<file path="src/rtl/aaci_pkg.sv">
// Shared constants, types and command-name tables for the ASCII arithmetic interpreter.
package aaci_pkg;

   localparam int LINE_CAPACITY = 256;
   localparam int MAX_ARGS      = 4;
   localparam int VALUE_WIDTH   = 32;
   localparam int LEN_W         = $clog2(LINE_CAPACITY + 1);
   localparam int SPC_W         = $clog2(MAX_ARGS + 2);
   localparam int QUEUE_DEPTH   = 4;
   localparam int QPTR_W        = $clog2(QUEUE_DEPTH);
   localparam int QCNT_W        = $clog2(QUEUE_DEPTH + 1);

   localparam logic [1:0] OP_DIGIT = 2'd0;
   localparam logic [1:0] OP_FOLD  = 2'd1;
   localparam logic [1:0] OP_LINE  = 2'd2;
   localparam logic [1:0] OP_OVFL  = 2'd3;

   localparam logic [1:0] CMD_ADD = 2'd0;
   localparam logic [1:0] CMD_SUB = 2'd1;
   localparam logic [1:0] CMD_MUL = 2'd2;
   localparam logic [1:0] CMD_BYE = 2'd3;

   localparam logic [2:0] ST_OK       = 3'd0;
   localparam logic [2:0] ST_BAD_CMD  = 3'd1;
   localparam logic [2:0] ST_FEW_ARGS = 3'd2;
   localparam logic [2:0] ST_MANY     = 3'd3;
   localparam logic [2:0] ST_BAD_IN   = 3'd4;
   localparam logic [2:0] ST_BYE      = 3'd5;
   localparam logic [2:0] ST_OVERFLOW = 3'd6;

   localparam logic [7:0] CH_NL    = 8'd10;
   localparam logic [7:0] CH_SPACE = 8'd32;
   localparam logic [7:0] CH_ZERO  = 8'd48;
   localparam logic [7:0] CH_NINE  = 8'd57;

   typedef logic [VALUE_WIDTH-1:0] value_type;

   typedef struct packed {
      logic [1:0] op;
      logic [3:0] digit;
      logic       first;
      logic       fold;
      logic [1:0] cmd;
      logic [2:0] status;
   } entry_type;

   function automatic logic [3:0] cmd_len(input logic [1:0] c);
      logic [3:0] len;
      unique case (c)
         CMD_ADD: len = 4'd3;
         CMD_SUB: len = 4'd8;
         CMD_MUL: len = 4'd8;
         default: len = 4'd3;
      endcase
      return len;
   endfunction

   // character at position pos of a command name; valid only for pos < cmd_len(c)
   function automatic logic [7:0] cmd_char(input logic [1:0] c, input logic [3:0] pos);
      logic [63:0] s;
      logic [3:0]  idx;
      unique case (c)
         CMD_ADD: s = 64'("add");
         CMD_SUB: s = 64'("subtract");
         CMD_MUL: s = 64'("multiply");
         default: s = 64'("bye");
      endcase
      idx = cmd_len(c) - pos - 4'd1;
      return s[{idx[2:0], 3'b000} +: 8];
   endfunction

endpackage

</file>
<file path="src/rtl/aaci_front.sv">
// Front end: accepts bytes, tracks line syntax and the command word, queues work items.
module aaci_front (
   input  logic                 clock,
   input  logic                 reset,
   input  logic                 req_valid,
   output logic                 req_ready,
   input  logic [7:0]           req_byte_req,
   input  logic                 q_full,
   output logic                 q_push,
   output aaci_pkg::entry_type  q_data
);

   logic                        ignoring_ff, ignoring_in;
   logic [aaci_pkg::LEN_W-1:0]  len_ff, len_in;
   logic [3:0]                  cand_ff, cand_in;
   logic [3:0]                  pos_ff, pos_in;
   logic [1:0]                  cmd_ff, cmd_in;
   logic                        nul_ff, nul_in;
   logic [aaci_pkg::SPC_W-1:0]  spc_ff, spc_in;
   logic                        bad_ff, bad_in;
   logic                        empty_ff, empty_in;
   logic                        lastsp_ff, lastsp_in;

   logic       accept, is_nl, is_sp, is_dig, spc_zero, arg_open, ovfl;
   logic [3:0] res_cand, letter_cand;
   logic [1:0] res_code;
   logic [3:0] cand_now;
   logic [1:0] code_now;
   logic       empty_now;
   logic [2:0] status;

   assign req_ready = !q_full;
   assign accept    = req_valid && req_ready;
   assign is_nl     = req_byte_req == aaci_pkg::CH_NL;
   assign is_sp     = req_byte_req == aaci_pkg::CH_SPACE;
   assign is_dig    = req_byte_req >= aaci_pkg::CH_ZERO && req_byte_req <= aaci_pkg::CH_NINE;
   assign spc_zero  = spc_ff == '0;
   assign arg_open  = !spc_zero && spc_ff <= aaci_pkg::SPC_W'(aaci_pkg::MAX_ARGS);
   assign ovfl      = len_ff == aaci_pkg::LEN_W'(aaci_pkg::LINE_CAPACITY - 1);

   always_comb begin
      res_code = cmd_ff;
      for (int c = 0; c < 4; c++) begin
         res_cand[c]    = cand_ff[c] && (aaci_pkg::cmd_len(2'(c)) == pos_ff);
         letter_cand[c] = cand_ff[c] && (pos_ff < aaci_pkg::cmd_len(2'(c)))
                          && (aaci_pkg::cmd_char(2'(c), pos_ff) == req_byte_req);
         if (res_cand[c]) begin
            res_code = 2'(c);
         end
      end
   end

   always_comb begin
      cand_now  = spc_zero ? res_cand : cand_ff;
      code_now  = spc_zero ? res_code : cmd_ff;
      empty_now = empty_ff || (!spc_zero && lastsp_ff);
      if (nul_ff) begin
         status = aaci_pkg::ST_BAD_CMD;
      end else if (spc_ff > aaci_pkg::SPC_W'(aaci_pkg::MAX_ARGS)) begin
         status = aaci_pkg::ST_MANY;
      end else if (cand_now == '0) begin
         status = aaci_pkg::ST_BAD_CMD;
      end else if (code_now == aaci_pkg::CMD_BYE) begin
         status = aaci_pkg::ST_BYE;
      end else if (spc_ff < aaci_pkg::SPC_W'(2)) begin
         status = aaci_pkg::ST_FEW_ARGS;
      end else if (bad_ff || empty_now) begin
         status = aaci_pkg::ST_BAD_IN;
      end else begin
         status = aaci_pkg::ST_OK;
      end
   end

   always_comb begin
      ignoring_in = ignoring_ff;
      len_in      = len_ff;
      cand_in     = cand_ff;
      pos_in      = pos_ff;
      cmd_in      = cmd_ff;
      nul_in      = nul_ff;
      spc_in      = spc_ff;
      bad_in      = bad_ff;
      empty_in    = empty_ff;
      lastsp_in   = lastsp_ff;
      q_push      = 1'b0;
      q_data.op     = aaci_pkg::OP_DIGIT;
      q_data.digit  = req_byte_req[3:0];
      q_data.first  = spc_ff == aaci_pkg::SPC_W'(1);
      q_data.fold   = arg_open;
      q_data.cmd    = code_now;
      q_data.status = status;
      if (accept) begin
         if (ignoring_ff) begin
            ignoring_in = !is_nl;
         end else if (is_nl || ovfl) begin
            q_push      = 1'b1;
            q_data.op   = is_nl ? aaci_pkg::OP_LINE : aaci_pkg::OP_OVFL;
            ignoring_in = !is_nl;
            len_in      = '0;
            cand_in     = 4'hF;
            pos_in      = '0;
            cmd_in      = aaci_pkg::CMD_ADD;
            nul_in      = 1'b0;
            spc_in      = '0;
            bad_in      = 1'b0;
            empty_in    = 1'b0;
            lastsp_in   = 1'b0;
         end else begin
            len_in = len_ff + aaci_pkg::LEN_W'(1);
            if (req_byte_req == 8'd0) begin
               nul_in = 1'b1;
            end
            if (is_sp) begin
               if (spc_zero) begin
                  cand_in = res_cand;
                  cmd_in  = res_code;
               end else begin
                  if (lastsp_ff) begin
                     empty_in = 1'b1;
                  end
                  if (arg_open) begin
                     q_push    = 1'b1;
                     q_data.op = aaci_pkg::OP_FOLD;
                  end
               end
               if (spc_ff <= aaci_pkg::SPC_W'(aaci_pkg::MAX_ARGS)) begin
                  spc_in = spc_ff + aaci_pkg::SPC_W'(1);
               end
               lastsp_in = 1'b1;
            end else begin
               if (spc_zero) begin
                  cand_in = letter_cand;
                  if (pos_ff != 4'hF) begin
                     pos_in = pos_ff + 4'd1;
                  end
               end else if (is_dig) begin
                  q_push = arg_open;
               end else begin
                  bad_in = 1'b1;
               end
               lastsp_in = 1'b0;
            end
         end
      end
   end

   always_ff @(posedge clock) begin
      if (reset) begin
         ignoring_ff <= 1'b0;
         len_ff      <= '0;
         cand_ff     <= 4'hF;
         pos_ff      <= '0;
         cmd_ff      <= aaci_pkg::CMD_ADD;
         nul_ff      <= 1'b0;
         spc_ff      <= '0;
         bad_ff      <= 1'b0;
         empty_ff    <= 1'b0;
         lastsp_ff   <= 1'b0;
      end else begin
         ignoring_ff <= ignoring_in;
         len_ff      <= len_in;
         cand_ff     <= cand_in;
         pos_ff      <= pos_in;
         cmd_ff      <= cmd_in;
         nul_ff      <= nul_in;
         spc_ff      <= spc_in;
         bad_ff      <= bad_in;
         empty_ff    <= empty_in;
         lastsp_ff   <= lastsp_in;
      end
   end

endmodule

</file>
<file path="src/rtl/aaci_queue.sv">
// Small FIFO of work items between the front end and the arithmetic back end.
module aaci_queue (
   input  logic                 clock,
   input  logic                 reset,
   input  logic                 push,
   input  aaci_pkg::entry_type  push_data,
   input  logic                 pop,
   output logic                 full,
   output logic                 valid,
   output aaci_pkg::entry_type  head
);

   aaci_pkg::entry_type         mem_ff [aaci_pkg::QUEUE_DEPTH];
   logic [aaci_pkg::QPTR_W-1:0] wr_ff, wr_in, rd_ff, rd_in;
   logic [aaci_pkg::QCNT_W-1:0] cnt_ff, cnt_in;

   assign full  = cnt_ff == aaci_pkg::QCNT_W'(aaci_pkg::QUEUE_DEPTH);
   assign valid = cnt_ff != '0;
   assign head  = mem_ff[rd_ff];

   always_comb begin
      wr_in  = push ? wr_ff + aaci_pkg::QPTR_W'(1) : wr_ff;
      rd_in  = pop ? rd_ff + aaci_pkg::QPTR_W'(1) : rd_ff;
      cnt_in = cnt_ff + aaci_pkg::QCNT_W'(push) - aaci_pkg::QCNT_W'(pop);
   end

   always_ff @(posedge clock) begin
      if (push) begin
         mem_ff[wr_ff] <= push_data;
      end
   end

   always_ff @(posedge clock) begin
      if (reset) begin
         wr_ff  <= '0;
         rd_ff  <= '0;
         cnt_ff <= '0;
      end else begin
         wr_ff  <= wr_in;
         rd_ff  <= rd_in;
         cnt_ff <= cnt_in;
      end
   end

endmodule

</file>
<file path="src/rtl/aaci_back.sv">
// Back end: accumulates argument digits, folds arguments and registers the result.
module aaci_back (
   input  logic                 clock,
   input  logic                 reset,
   input  logic                 q_valid,
   input  aaci_pkg::entry_type  q_head,
   output logic                 q_pop,
   output logic                 rsp_valid,
   input  logic                 rsp_ready,
   output logic [2:0]           rsp_status,
   output logic [31:0]          rsp_value
);

   aaci_pkg::value_type acc_ff, acc_in, total_ff, total_in;
   aaci_pkg::value_type prod, fold_val, digit_val;
   logic                rsp_valid_ff, rsp_valid_in;
   logic [2:0]          status_ff, status_in;
   aaci_pkg::value_type value_ff, value_in;
   logic                needs_out;

   assign needs_out = q_head.op == aaci_pkg::OP_LINE || q_head.op == aaci_pkg::OP_OVFL;
   assign q_pop     = q_valid && (!needs_out || !rsp_valid_ff || rsp_ready);
   assign prod      = total_ff * acc_ff;
   assign digit_val = (acc_ff << 3) + (acc_ff << 1)
                      + aaci_pkg::VALUE_WIDTH'(q_head.digit);

   always_comb begin
      if (q_head.first) begin
         fold_val = acc_ff;
      end else begin
         unique case (q_head.cmd)
            aaci_pkg::CMD_ADD: fold_val = total_ff + acc_ff;
            aaci_pkg::CMD_SUB: fold_val = total_ff - acc_ff;
            aaci_pkg::CMD_MUL: fold_val = prod;
            default:           fold_val = total_ff;
         endcase
      end
   end

   always_comb begin
      acc_in       = acc_ff;
      total_in     = total_ff;
      status_in    = status_ff;
      value_in     = value_ff;
      rsp_valid_in = rsp_valid_ff && !rsp_ready;
      if (q_pop) begin
         unique case (q_head.op)
            aaci_pkg::OP_DIGIT: acc_in = digit_val;
            aaci_pkg::OP_FOLD: begin
               total_in = fold_val;
               acc_in   = '0;
            end
            aaci_pkg::OP_LINE: begin
               rsp_valid_in = 1'b1;
               status_in    = q_head.status;
               value_in     = (q_head.status == aaci_pkg::ST_OK && q_head.fold)
                              ? fold_val : '0;
               acc_in       = '0;
               total_in     = '0;
            end
            default: begin
               rsp_valid_in = 1'b1;
               status_in    = aaci_pkg::ST_OVERFLOW;
               value_in     = '0;
               acc_in       = '0;
               total_in     = '0;
            end
         endcase
      end
   end

   always_ff @(posedge clock) begin
      if (reset) begin
         acc_ff       <= '0;
         total_ff     <= '0;
         rsp_valid_ff <= 1'b0;
      end else begin
         acc_ff       <= acc_in;
         total_ff     <= total_in;
         rsp_valid_ff <= rsp_valid_in;
      end
   end

   always_ff @(posedge clock) begin
      status_ff <= status_in;
      value_ff  <= value_in;
   end

   assign rsp_valid  = rsp_valid_ff;
   assign rsp_status = status_ff;
   assign rsp_value  = 32'(signed'(value_ff));

endmodule

</file>
<file path="src/rtl/ascii_arith_command_interpreter.sv">
// Top level of the ASCII arithmetic command interpreter.
// Takes one text byte per cycle on req_ and answers each newline-ended line (or a line that
// reaches 256 bytes) with one status/value transaction on rsp_. A byte is taken every cycle
// while the four-entry work queue between the parser and the arithmetic unit has room; the
// arithmetic unit retires one queue entry per cycle while no result waits unaccepted, so
// sustained rate is one byte per clock. A result is offered on rsp_ after its newline passes
// the queue write and then the output register, when no earlier entry waits in the queue.
// While a result waits unaccepted, entries pile up in the queue; req_ready drops once it holds four.
module ascii_arith_command_interpreter (
   input  logic        clock,
   input  logic        reset,
   input  logic        req_valid,
   output logic        req_ready,
   input  logic [7:0]  req_byte_req,
   output logic        rsp_valid,
   input  logic        rsp_ready,
   output logic [2:0]  rsp_status,
   output logic [31:0] rsp_value
);

   logic                q_full, q_push, q_pop, q_valid;
   aaci_pkg::entry_type q_data, q_head;

   aaci_front u_front (
      .clock        (clock),
      .reset        (reset),
      .req_valid    (req_valid),
      .req_ready    (req_ready),
      .req_byte_req (req_byte_req),
      .q_full       (q_full),
      .q_push       (q_push),
      .q_data       (q_data)
   );

   aaci_queue u_queue (
      .clock     (clock),
      .reset     (reset),
      .push      (q_push),
      .push_data (q_data),
      .pop       (q_pop),
      .full      (q_full),
      .valid     (q_valid),
      .head      (q_head)
   );

   aaci_back u_back (
      .clock      (clock),
      .reset      (reset),
      .q_valid    (q_valid),
      .q_head     (q_head),
      .q_pop      (q_pop),
      .rsp_valid  (rsp_valid),
      .rsp_ready  (rsp_ready),
      .rsp_status (rsp_status),
      .rsp_value  (rsp_value)
   );

   a_push_room: assert property (@(posedge clock) disable iff (reset)
      q_push |-> !q_full)
      else $error("queue push while full");

   a_pop_valid: assert property (@(posedge clock) disable iff (reset)
      q_pop |-> q_valid)
      else $error("queue pop while empty");

   a_value_zero: assert property (@(posedge clock) disable iff (reset)
      rsp_valid && rsp_status != aaci_pkg::ST_OK |-> rsp_value == '0)
      else $error("nonzero value with error status");

   a_status_range: assert property (@(posedge clock) disable iff (reset)
      rsp_valid |-> rsp_status <= aaci_pkg::ST_OVERFLOW)
      else $error("status code out of range");

endmodule

</file>
<file path="config.mk">
export PLATFORM = sky130hd
export DESIGN_NAME = ascii_arith_command_interpreter
export DESIGN_NICKNAME = d
export VERILOG_FILES = /design/src/rtl/aaci_pkg.sv /design/src/rtl/aaci_front.sv /design/src/rtl/aaci_queue.sv /design/src/rtl/aaci_back.sv /design/src/rtl/ascii_arith_command_interpreter.sv
export SDC_FILE = /design/constraint.sdc
export NUM_CORES = 2
export LEC_CHECK = 0
export BUFFER_PORTS_ARGS = -buffer_cell sky130_fd_sc_hd__buf_2
export CAP_MARGIN = 40
export CELL_PAD_IN_SITES_DETAIL_PLACEMENT = 1
export CELL_PAD_IN_SITES_GLOBAL_PLACEMENT = 2
export CORE_MARGIN = 2
export CORE_UTILIZATION = 38
export CTS_CLUSTER_SIZE = 24
export DETAILED_ROUTE_END_ITERATION = 10
export GPL_ROUTABILITY_DRIVEN = 0
export GPL_TIMING_DRIVEN = 0
export PLACE_DENSITY = 0.78
export SYNTH_ARGS = -nofsm -noshare
export SYNTH_HDL_FRONTEND = slang
export SYNTH_SLANG_ARGS = --single-unit
</file>
<file path="constraint.sdc">
create_clock -name clock -period 6.9 [get_ports clock]
set_input_delay 0.345 -clock clock [delete_from_list [all_inputs] [get_ports clock]]
set_output_delay 0.345 -clock clock [all_outputs]
set_load 0.02 [all_outputs]
</file>
==> reports/metrics.csv <==
stage;metric;value;unit
status;status;finished, violations left;
status;failing checks;negative setup slack;
yosys;Post-Syn Nets;3794;
clock_network;htree depth;4;
final_layout;most frequent cells in the layout;403 x inv_1, 369 x fa_1, 323 x nand2_1;
yosys;Avg Inst Size Synth;9.048;sq um
critical_path;startpoint types;flop;
critical_path;Worst R2R Setup Slack;-0.73;ns
yosys;sequential-to-total area share from yosys stat;16.32;%
final_layout;commonest non-fill, non-tap cell in the layout;inv_1;
flow_run;max cap viols;0;
power;switching pwr;2.806;mW
grt;initial antenna violation count;8;
yosys;synthesized area;0.02839;sq mm
final_layout;layout cells sized above 1;19.58;%
clock_network;CTS tree;done;
yosys;Post-Synth Simple-Gate Area;18.18;%
yosys;Synth area leader;fa_1;
final_layout;area delta synth->final;21.80;%
yosys;Yosys reg bits;188;
worst_hold_path;HP Start;req_valid;
grt;first-pass GRT wire length;171200;microns
yosys;ys async rst share;0;%
critical_path;Most common cell on crit path;fa_1;
critical_path;slowest CP cell;fa_2;
place;Cell Area, Placed;0.03022;sq mm
power;clock share of power;18.0;%
critical_path;CP endpoint kind;flop;
power;sequential share of power;24.3;%
routing;DR iter-0 viols;1647;
routing;final WL;115800;microns
clock_network;clk sink count;188;
grt;vias in the first global route;27039;
power;maximum VDD drop;0.1956;mV
sta;Tightest Pin Transition;0.9475;ns
critical_path;CP arrival;7.87;ns
critical_path;Worst R2R Start;u_back.acc_ff[2]$_SDFFE_PP0P_;
yosys;post-synthesis mux area share;1.410;%
routing;vias;24627;
routing;average routed wire per standard cell;26.59;microns
critical_path;crit-path max cell delay;0.61;ns
critical_path;r2r endpoint;u_back.rsp_value[21]$_SDFFCE_PN0P_;
sta;Tmin final;7.626;ns
critical_path;crit path cell chain;clkbuf_16, and2_4, fa_1, inv_2, fa_1, fa_1, fa_1, inv_2, fa_1, ha_4, fa_1, fa_2, ha_4, a211o_1, or3_4, o211ai_1, buf_4, buf_6, buf_6, o21ai_4, and2_4, o311ai_4, o21ai_2, a211oi_4;
power;Sw Share;47.86;%
critical_path;CP Launch Point;u_back.acc_ff[2]$_SDFFE_PP0P_;
worst_hold_path;type of the most critical hold path;primary input to flop;
floorplan;Die Span Y;277.3;microns
routing;# DRC;0;
yosys;Post-Synth XOR/XNOR Area;5.478;%
yosys;largest family of logic cells by synthesized area;adder cells;
yosys;synthesized instance count;3138;
floorplan;Rows;100;
power;Cell Pwr Density;169.6;mW/mm^2
yosys;Yosys cell types;92;
sta;RSZ-0062 raised after global routing;true;
yosys;top_reg_cell synth;dfxtp_1;
floorplan;Placeable Area;0.07420;sq mm
floorplan;chip width;277.3;microns
power;Int Pwr;3.057;mW
yosys;Area contributors post-synth;fa_1 29%, ha_1 10%, edfxtp_1 9.2%;
floorplan;Starting Density;38.27;%
grt;grt total ovfl;0;
sta;final hold viol count;0;
sta;# setup viols final;32;
critical_path;CP Capture Point;u_back.rsp_value[21]$_SDFFCE_PN0P_;
critical_path;CP Class;flop to flop;
sta;post-route clock period utilization;110.5;%
critical_path;Crit path required time;7.15;ns
place;Setup WS pre-CTS;-2.389;ns
place;post-DP HPWL;89630;microns
sta;Min Hold Slack;0.09649;ns
clock_network;Clock Path Buffers;2;
power;Pleak;15.37;nW
yosys;post-synthesis compound-gate area fraction;10.95;%
routing;final antenna-violating net count;0;
routing;DR vias/cell;5.655;
grt;largest net degree at the start of global routing;27;
critical_path;worst-path fanout max;7;
clock_network;clock transition at the registers of the reported paths;0.08;ns
yosys;Ys Warns;0;
sta;Final Max Slew Viols;0;
yosys;Post-synth EDFFs;87;
floorplan;Ports;49;
yosys;Synth top area share;29.05;%
place;IO Port Bufs;48;
sta;skew final;0.01426;ns
sta;achievable frequency;0.1311;GHz
clock_network;TritonCTS Buffers;17;
clock_network;Root Buffer;clkbuf_16;
sta;Relative slew margins;36.83;%
critical_path;worst r2r path cells;24;
final_layout;final instance area;0.03458;sq mm
sta;Final WS setup;-0.7262;ns
routing;DR pass1 iterations;7;
clock_network;clock latency on the worst-skew pair;0.47;ns
grt;Tot GR Track Use;29.84;%
yosys;Post-Synth Adder-Cell Area;39.27;%
power;Gate power share;57.7;%
floorplan;die footprint;0.07692;sq mm
final_layout;fin nets;4024;
-- power groups by stage --
stage	Sequential (mW)	Combinational, mW	Clock, mW
2_1_floorplan	1.55	1.99	0
3_3_place_gp	1.45	3.01	0
3_5_place_dp	1.45	3.11	0
4_1_cts	1.41	3.25	1.07
5_1_grt	1.44	3.58	1.12
6_report	1.42	3.38	1.06
-- area by class of cell --
type,instances,area [sq um]
antenna,5,12.51
buffer,170,1699
clock buffer,17,425.4
clock inverter,15,190.2
fill,8365,39620
inverter,420,1577
multi-input combinational,2349,22840
sequential,188,4738
tap,969,1212
timing repair buffer,222,1891
-- registers in the layout, indices dropped and copies added (netlist names), named ones only --
register / count
u_back.acc_ff: 32
u_back.rsp_status: 3
u_back.rsp_valid: 1
u_back.rsp_value: 32
u_back.total_ff: 32
u_front.bad_ff: 1
u_front.cand_ff: 4
u_front.cmd_ff: 2
u_front.empty_ff: 1
u_front.ignoring_ff: 1
u_front.lastsp_ff: 1
u_front.len_ff: 9
u_front.nul_ff: 1
u_front.pos_ff: 4
u_front.spc_ff: 3
u_queue.cnt_ff: 3
u_queue.mem_ff: 52
u_queue.rd_ff: 2
u_queue.wr_ff: 2
-- worst min path at each step --
stage | cells after the start | slack (ns) | to
floorplan | 2 | 0.44 | u_front.bad_ff$_SDFFE_PP0P_
global placement | 2 | 0.45 | u_front.bad_ff$_SDFFE_PP0P_
detailed placement | 2 | 0.47 | u_front.bad_ff$_SDFFE_PP0P_
CTS | 2 | 0.07 | u_front.ignoring_ff$_SDFFE_PP0P_
global route | 2 | 0.10 | u_front.ignoring_ff$_SDFFE_PP0P_
finish | 2 | 0.1 | u_front.ignoring_ff$_SDFFE_PP0P_
-- cells by family after synthesis --
logic type,after synthesis
DFF,188
and+or+nand+nor,1029
buffers and inverters,601
adders and majority gates,644
AOI/OAI and AO/OA,474
muxes,26
xor gates and xnor gates,176
-- timing repair --
| action | CTS | global route |
|---|---|---|
| pin swaps | 158 | 154 |
| hold buffers | 0 | 0 |
| setup endpoints to repair | 46 | 42 |
| cloned | 2 | 1 |
| buffers inserted | 102 | 48 |
| resized for setup | 532 | 144 |
-- through the flow --
stage / instances / total power, mW / setup TNS [ns] / util, %
detailed placement: 4181 / 4.558 / -67.75 / 40.73
global placement: 4155 / 4.461 / -78.07 / 40.31
floorplan: 3138 / 3.542 / -0.01046 / -
global route: 4351 / 6.135 / -17.49 / 46.59
CTS: 4311 / 5.739 / -11.37 / 45.66
finish: 4355 / 5.863 / -12.73 / 46.61
-- synthesized netlist by cell type, drive strengths merged (5+ instances only) --
library cell  count
buf              20
mux4             11
a211oi           27
a31oi            18
o41ai             6
xor2             59
nor3             41
fa              412
edfxtp           87
o21a             26
ha              232
o21ai            94
and3             18
nor2            180
nand2           329
nand2b           22
or4               7
a21o             29
or2               7
a21boi            5
inv             419
a211o             6
o31ai            16
mux2i            13
o21bai            9
a221o             6
nor4              6
a21oi           133
nand4            14
xnor2           116
nand3            26
o211ai           15
a22o             10
a22oi            22
dfxtp           101
clkbuf          160
nor2b            15
o311ai            5
and2            328
a32oi             6
or3              16
-- worst max-delay path: cells and delay by family (launching register included) --
family	cells	cell delay, ns
adders and majority gates	9	3.97
AOI/OAI and AO/OA	6	1.52
buffers and inverters	6	0.72
and+or+nand+nor	3	0.65
DFF	1	0.52
-- per-layer routing --
metal  global-route usage, %  wire (microns)  vias up  part of all wire (%)
met5                       0              60        -                 0.052
met4                   17.00            7440        8                   6.4
met3                   4.658            8059      331                   7.0
met2                   48.87           54100     1008                    47
met1                   37.52           46120    12660                    40
li1                        -               -    10620                     -
Power figures use the tool's default switching activity.
